==> config.mk <==
export PLATFORM = sky130hd
export DESIGN_NAME = ifl_stride
export DESIGN_NICKNAME = d
export VERILOG_FILES = /design/src/sv/ifl_pkg.sv /design/src/sv/ifl_stride.sv
export SDC_FILE = /design/constraint.sdc
export NUM_CORES = 1
export LEC_CHECK = 0
export ABC_AREA = 1
export BUFFER_PORTS_ARGS = -buffer_cell sky130_fd_sc_hd__buf_2
export CAP_MARGIN = 25
export CORE_ASPECT_RATIO = 2
export CORE_MARGIN = 1
export CORE_UTILIZATION = 35
export CTS_CLUSTER_DIAMETER = 200
export DETAILED_ROUTE_END_ITERATION = 7
export GPL_ROUTABILITY_DRIVEN = 0
export PLACE_DENSITY = 0.58
export SETUP_SLACK_MARGIN = 0.15
export SYNTH_ARGS = -nofsm -noshare
export SYNTH_HDL_FRONTEND = slang
export SYNTH_SLANG_ARGS = --single-unit
export TNS_END_PERCENT = 30
==> constraint.sdc <==
create_clock -name clock -period 9.4 [get_ports clock]
set_input_delay 1.41 -clock clock [delete_from_list [all_inputs] [get_ports clock]]
set_output_delay 1.41 -clock clock [all_outputs]
set_load 0.01 [all_outputs]
==> src/sv/ifl_pkg.sv <==
`timescale 1ns / 1ps
// ----------------------------------------------------------------------------
// Index free-list pool allocator package
// Request and response payloads, status codes, register indexes and the
// controller state type shared by the allocator core and its parts.
// ----------------------------------------------------------------------------
package ifl_pkg;

   localparam int unsigned CSR_INDEX_W  = 2;
   localparam int unsigned CSR_DATA_W   = 16;
   localparam int unsigned BLOCKS_W     = 11;
   localparam int unsigned BYTES_W      = 16;
   localparam int unsigned ALIGN_W      = 13;
   localparam int unsigned STRIDE_W     = 17;
   localparam int unsigned INDEX_W      = 10;
   localparam int unsigned OFFSET_W     = 26;
   localparam int unsigned STATUS_W     = 2;

   localparam logic [ALIGN_W-1:0]  ALIGN_MAX          = 13'd4096;
   localparam logic [BLOCKS_W-1:0] BLOCKS_RESET       = 11'd1024;
   localparam logic [BYTES_W-1:0]  BLOCK_BYTES_RESET  = 16'd8;
   localparam logic [ALIGN_W-1:0]  ALIGN_BYTES_RESET  = 13'd8;

   typedef enum logic [CSR_INDEX_W-1:0] {
      CSR_BLOCKS_IN_USE = 2'd0,
      CSR_BLOCK_BYTES   = 2'd1,
      CSR_ALIGN_BYTES   = 2'd2
   } csr_index_type;

   typedef enum logic {
      REQ_ALLOC = 1'b0,
      REQ_FREE  = 1'b1
   } req_kind_type;

   typedef enum logic [STATUS_W-1:0] {
      STATUS_OK           = 2'd0,
      STATUS_POOL_EMPTY   = 2'd1,
      STATUS_FREE_REFUSED = 2'd2
   } status_type;

   typedef enum logic [1:0] {
      ST_INIT,
      ST_IDLE,
      ST_LOAD
   } state_type;

   typedef struct packed {
      logic               req_type;
      logic [INDEX_W-1:0] free_index;
   } ifl_req_type;

   typedef struct packed {
      logic [INDEX_W-1:0]  block_index;
      logic [OFFSET_W-1:0] byte_offset;
      logic [STATUS_W-1:0] status;
      logic [BLOCKS_W-1:0] free_count;
   } ifl_rsp_type;

   typedef struct packed {
      logic               start;
      logic [BYTES_W-1:0] block_bytes;
      logic [ALIGN_W-1:0] align_bytes;
   } stride_ctrl_type;

   typedef struct packed {
      logic                busy;
      logic [STRIDE_W-1:0] stride;
   } stride_stat_type;

endpackage

==> src/sv/ifl_stride.sv <==
`timescale 1ns / 1ps
// ----------------------------------------------------------------------------
// Block stride unit
// Rounds the block size up to a multiple of the alignment with a restoring
// remainder loop, one numerator bit per cycle: stride = n - (n mod a),
// where n = size + a - 1.
// ----------------------------------------------------------------------------
module ifl_stride (
   input  logic                     clock,
   input  logic                     reset,
   input  ifl_pkg::stride_ctrl_type ctrl,
   output ifl_pkg::stride_stat_type stat
);
   import ifl_pkg::*;

   localparam int unsigned CNT_W = $clog2(STRIDE_W + 1);

   logic [ALIGN_W-1:0]  align_ff, align_in;
   logic [STRIDE_W-1:0] num_ff, num_in;
   logic [STRIDE_W-1:0] shift_ff, shift_in;
   logic [ALIGN_W-1:0]  rem_ff, rem_in;
   logic [CNT_W-1:0]    cnt_ff, cnt_in;
   logic                busy_ff, busy_in;
   logic [STRIDE_W-1:0] stride_ff, stride_in;

   logic [ALIGN_W-1:0]  align_eff;
   logic [ALIGN_W:0]    trial;

   always_comb begin
      align_eff = ctrl.align_bytes;
      if (ctrl.align_bytes == '0) begin
         align_eff = ALIGN_W'(1);
      end else if (ctrl.align_bytes > ALIGN_MAX) begin
         align_eff = ALIGN_MAX;
      end
   end

   assign trial = {rem_ff, shift_ff[STRIDE_W-1]};

   always_comb begin
      align_in  = align_ff;
      num_in    = num_ff;
      shift_in  = shift_ff;
      rem_in    = rem_ff;
      cnt_in    = cnt_ff;
      busy_in   = busy_ff;
      stride_in = stride_ff;
      if (ctrl.start) begin
         align_in = align_eff;
         num_in   = STRIDE_W'(ctrl.block_bytes) + STRIDE_W'(align_eff) - STRIDE_W'(1);
         shift_in = STRIDE_W'(ctrl.block_bytes) + STRIDE_W'(align_eff) - STRIDE_W'(1);
         rem_in   = '0;
         cnt_in   = '0;
         busy_in  = 1'b1;
      end else if (busy_ff) begin
         if (cnt_ff == CNT_W'(STRIDE_W)) begin
            stride_in = num_ff - STRIDE_W'(rem_ff);
            busy_in   = 1'b0;
         end else begin
            if (trial >= {1'b0, align_ff}) begin
               rem_in = ALIGN_W'(trial - {1'b0, align_ff});
            end else begin
               rem_in = ALIGN_W'(trial);
            end
            shift_in = {shift_ff[STRIDE_W-2:0], 1'b0};
            cnt_in   = cnt_ff + CNT_W'(1);
         end
      end
   end

   always_ff @(posedge clock) begin
      if (reset) begin
         busy_ff <= 1'b0;
         cnt_ff  <= '0;
      end else begin
         busy_ff <= busy_in;
         cnt_ff  <= cnt_in;
      end
      align_ff  <= align_in;
      num_ff    <= num_in;
      shift_ff  <= shift_in;
      rem_ff    <= rem_in;
      stride_ff <= stride_in;
   end

   assign stat.busy   = busy_ff;
   assign stat.stride = stride_ff;

endmodule

Yosys cells after proc, flatten, opt, wreduce, memory -nomap -nowiden. Index checks and enable logic that the tools add are counted.

Eq/ne operators: 2. Add/sub/neg operators: 5. Multiplexer cells: 9. $lt $le $gt $ge: 2. Bitwise gates (word level): 2. Reductions and logical operators: 6.

Operators by type and width (number): $mux 17 (3); $mux 13 (3); $add 16x13->17 (1); $sub 17x1->17 const B (1); $sub 17x13->17 (1); $ge 14x13->1 (1); $gt 13x13->1 const B (1); $logic_not 13->1 (1); $sub 13x13->13 (1); $add 5x1->5 const B (1); $eq 5x5->1 const B (1); $reduce_and 2->1 (2); $mux 1 (3); $reduce_and 3->1 (1); $ne 2x2->1 const B (1); $not 1->1 (2); $reduce_bool 2->1 (1); $reduce_or 2->1 (1).

Logic and storage cells: 33. Output and inout port bits: 18. Input port bits: 32. Register bits after elaboration: 83.

Longest topological paths before layout.
Word-level depth: 6. Gate-level depth with buffers: 21. Gate-level depth less buffers: 21.

Worst setup path after synthesis. OpenSTA, ideal clock, no wires.

Path kind: input to register. From: input ctrl[3] (netlist name). To: register num_ff[15], data pin. Slack: 5.498 ns. Library setup time: 0.255 ns. Data arrival time: 3.647 ns. Cell stages on the path: 17. Data required time: 9.145 ns. Path through: nor4_1 -> nand4_1 -> nand2_1 -> nand2_1 -> ha_1 -> inv_1 -> ha_1 -> inv_1 -> fa_1 -> nand3b_1 -> nand2_1 -> nand2_1 -> nand2_1 -> nand3_1 -> nand2_1 -> nand2_1 -> and2_1.

Word-level cells in the longest chain between the ends: 5.

Ends and longest elaborated chain: start: declaration (RTL line ifl_stride.sv:11) `input ifl_pkg::stride_ctrl_type ctrl,`; $gt 13x13->1 (RTL line ifl_stride.sv:33) `end else if (ctrl.align_bytes > ALIGN_MAX) begin`; $mux 13 (RTL line ifl_stride.sv:33); $mux 13 (*) (RTL line ifl_stride.sv:31) `if (ctrl.align_bytes == '0) begin`; $add 16x13->17 (*) (RTL line ifl_stride.sv:50) `num_in = STRIDE_W'(ctrl.block_bytes) + STRIDE_W'(align_eff) - STRIDE_W'(1);`; $sub 17x1->17 (*) (RTL line ifl_stride.sv:50); end signal: assignment (RTL line ifl_stride.sv:80) `num_ff <= num_in;`; end: declaration (RTL line ifl_stride.sv:19) `logic [STRIDE_W-1:0] num_ff, num_in;`.

Every way passes the cells marked *; elsewhere a longest branch is shown, timed or not. A chain may end at the register's enable or synchronous reset.

Final worst setup path.
From: input ctrl[3] (netlist name). To: register shift_ff[16], data pin.

Word-level cells in the longest chain between the ends: 6.

Ends and longest elaborated chain: $gt 13x13->1 (RTL line ifl_stride.sv:33); $mux 13 (RTL line ifl_stride.sv:33); $mux 13 (*) (RTL line ifl_stride.sv:31); net align_eff[10] (RTL line ifl_stride.sv:26) `logic [ALIGN_W-1:0] align_eff;`; $add 16x13->17 (*) (RTL line ifl_stride.sv:51) `shift_in = STRIDE_W'(ctrl.block_bytes) + STRIDE_W'(align_eff) - STRIDE_W'(1);`; $sub 17x1->17 (*) (RTL line ifl_stride.sv:51); $mux 17 (*) (RTL line ifl_stride.sv:48) `if (ctrl.start) begin`; net shift_in[16] (RTL line ifl_stride.sv:20) `logic [STRIDE_W-1:0] shift_ff, shift_in;`; end signal: assignment (RTL line ifl_stride.sv:81) `shift_ff <= shift_in;`; end: declaration (RTL line ifl_stride.sv:20).

Mark *: on every way through the listed nets, which the timed path passes. The rest lies on a longest branch.

==> results.json <==
{
  "status": "complete, no violations",
  "drv_slew": 0,
  "antenna_found_initial": 0,
  "synth_area_um2": 6080,
  "ir_drop_uv": 75.6,
  "dieWidth_um": 95.2,
  "drt-vias-per-instance": 4.78,
  "p_leak_nw": 3.43,
  "place_ws_ns": 4.93,
  "period_share_pct": 43.6,
  "power_w": 0.00111,
  "start_util_pct": 36.1,
  "cts_root_buf": "clkbuf_16",
  "hp-class": "reg -> reg",
  "cts_tree": "done",
  "cp.required_ns": 9.50,
  "drive_above_1_share_pct": 13.2,
  "worst_slew_pin_slew_ns": 1.02,
  "synth_top_area_share_pct": 31.6,
  "power.density_nw_per_um2": 163,
  "wire_per_inst_um": 14.2,
  "cts.sinks": 83,
  "core_area_um2": 16800,
  "cp_data_arrival_time_ns": 4.20,
  "wl_met1_um": 5400,
  "final_cell_mix": "nand2_1 (218), inv_1 (162), edfxtp_1 (64), ha_1 (56), buf_2 (49)",
  "slew_headroom_pct": 32.2,
  "gr-usage-all-layers_pct": 18.0,
  "worstPathMaxFanout": 6,
  "met3WireLength_um": 329,
  "yosysWarningCount": 0,
  "dp_hpwl_um": 12300,
  "cp-end-kind": "register",
  "hp-start": "cnt_ff[4]",
  "grt_pass1_vias": 5138,
  "cts_hold_buffers": 0,
  "period_minus_slack_ns": 4.10,
  "finalSetupTns_ns": 0,
  "crit_type": "in -> reg",
  "final_common_cell": "nand2_1",
  "cts.repair.resized": 0,
  "rr_endpoint": "shift_ff[3]",
  "n_fill_cell": 1771,
  "yosys_most_used_dff": "edfxtp_1",
  "fmax_ghz": 0.244,
  "grt_pass1_wl_um": 24300,
  "n_antenna_cell": 0,
  "postCtsSetupBuffers": 0,
  "ys_seq_area_share_pct": 37.9,
  "yosysTopAreaCell": "edfxtp_1",
  "drt_iter0_drc": 221,
  "final_area_um2": 6820,
  "cp-start-kind": "input port",
  "routed.top_layer": "met4",
  "finalClockSkew_ns": 0.00627,
  "firstDrtPassIters": 4,
  "syn_inst": 788,
  "hold_end": "cnt_ff[4]",
  "clk_pin_slew_ns": 0.06,
  "num_vias": 5029,
  "grt_start_max_net_pins": 49,
  "layoutNonFillerInstCount": 1051,
  "reg2reg_from": "cnt_ff[0]",
  "io_buffers": 49,
  "rows": 67,
  "drc": 0,
  "synthTopCellsByArea": "edfxtp_1 (32%), nand2_1 (13%), ha_1 (12%), inv_1 (10%), dfxtp_1 (6.3%)",
  "dieHeight_um": 188,
  "clockBufferDepth": 2,
  "post-place-cells": 1035,
  "r2r.worst_path.cells": 6,
  "synth.distinct_cells": 41,
  "holdPathStages": 2,
  "io_pins": 50,
  "critPathLaunch": "ctrl[3]",
  "numCtsBuffers": 9,
  "insertion_delay_ns": 0.35,
  "place_area_um2": 6530,
  "die_area_um2": 17900,
  "htreeDepth": 3,
  "ant_nets": 0,
  "synth-seq-cells": 83,
  "syn_nets": 879,
  "post-route-worst-setup-slack_ns": 5.30,
  "ff2ff_setup_slack_ns": 6.89,
  "wl_met2_um": 8680,
  "setup_viol": 0,
  "area_delta_synth_final_pct": 12.3,
  "wirelength_um": 14900,
  "maxCapViolations": 0,
  "async_flop_share_pct": 0,
  "nets": 930,
  "hold_viol_final": 0,
  "gr-total-overflow": 0,
  "rsz0062_at_grt": "false",
  "syn_avg_cell_area_um2": 7.71,
  "synth-edff-count": 64
}
==> critical path, stage by stage <==
cell,delay [ns]
buf_2,0.12
nor4_1,0.33
nand4_1,0.17
nand2_1,0.16
inv_1,0.12
nor2_1,0.18
inv_1,0.09
ha_1,0.27
inv_1,0.04
ha_1,0.34
nand2_1,0.15
o21ai_0,0.36
a21oi_1,0.15
nand2_1,0.09
nand2_1,0.06
nand3_1,0.06
nand2_1,0.07
==> per-layer routing <==
metal | track usage (%) | vias up
li1 | - | 2613
met1 | 16.9 | 2291
met2 | 36.0 | 90
met3 | 2.02 | 35
met4 | 8.97 | 0
met5 | 0 | -
==> per-stage QoR <==
step,utilization [%],hold slack [ns]
3_3_place_gp,38.7,0.452
4_1_cts,40.5,0.464
2_1_floorplan,-,0.439
6_report,40.5,0.464
5_1_grt,40.5,0.499
3_5_place_dp,38.7,0.454
==> power by group <==
group	leakage [nW]	switching [W]	internal (W)
combinational	2.51	0.000186	0.000104
sequential	0.773	0.0000169	0.000448
clock	0.145	0.000154	0.000204
==> cell usage after synthesis, types with 8 or more instances <==
master      n
dfxtp_1    19
a21oi_1    33
o21ai_0    21
nand4_1    22
nand2_1   218
nand3_2    16
nand3_1    33
inv_1     162
nand2_2    16
ha_1       56
edfxtp_1   64
nand3b_1    8
xor2_1     15
nor2_1     44
==> registers in the layout, indices dropped and copies added, names as in the netlist <==
signal / count
num_ff: 17
shift_ff: 17
stride_ff: 17
align_ff: 13
rem_ff: 13
cnt_ff: 5
busy_ff: 1
==> how the worst max path moves through the flow <==
stage,end,slack (ns)
floorplan,num_ff[15],5.50
global placement,shift_ff[9],4.92
detailed placement,num_ff[9],4.93
CTS,num_ff[9],5.27
global route,num_ff[16],4.98
finish,shift_ff[16],5.30
==> kinds of logic after synthesis <==
logic type	share of synthesized area, %
buffers and inverters	11.6
AO/OA/AOI/OAI	6.03
adder cells (fa/ha/maj)	12.5
XOR/XNOR	2.88
flip-flops	37.9
AND/OR/NAND/NOR	29.1
==> area by class of cell <==
class                           count  area (um^2)  area share [%]
Timing Repair Buffer               51          260            3.82
Clock buffer                       12          268            3.93
Clock inverter                      4         28.8           0.422
Inverter                          168          632            9.26
Sequential cell                    83         2300            33.7
Tap cell                          207          259            3.80
Multi-Input combinational cell    526         3070            45.0
Note: power is estimated with default switching activity, not from simulation.
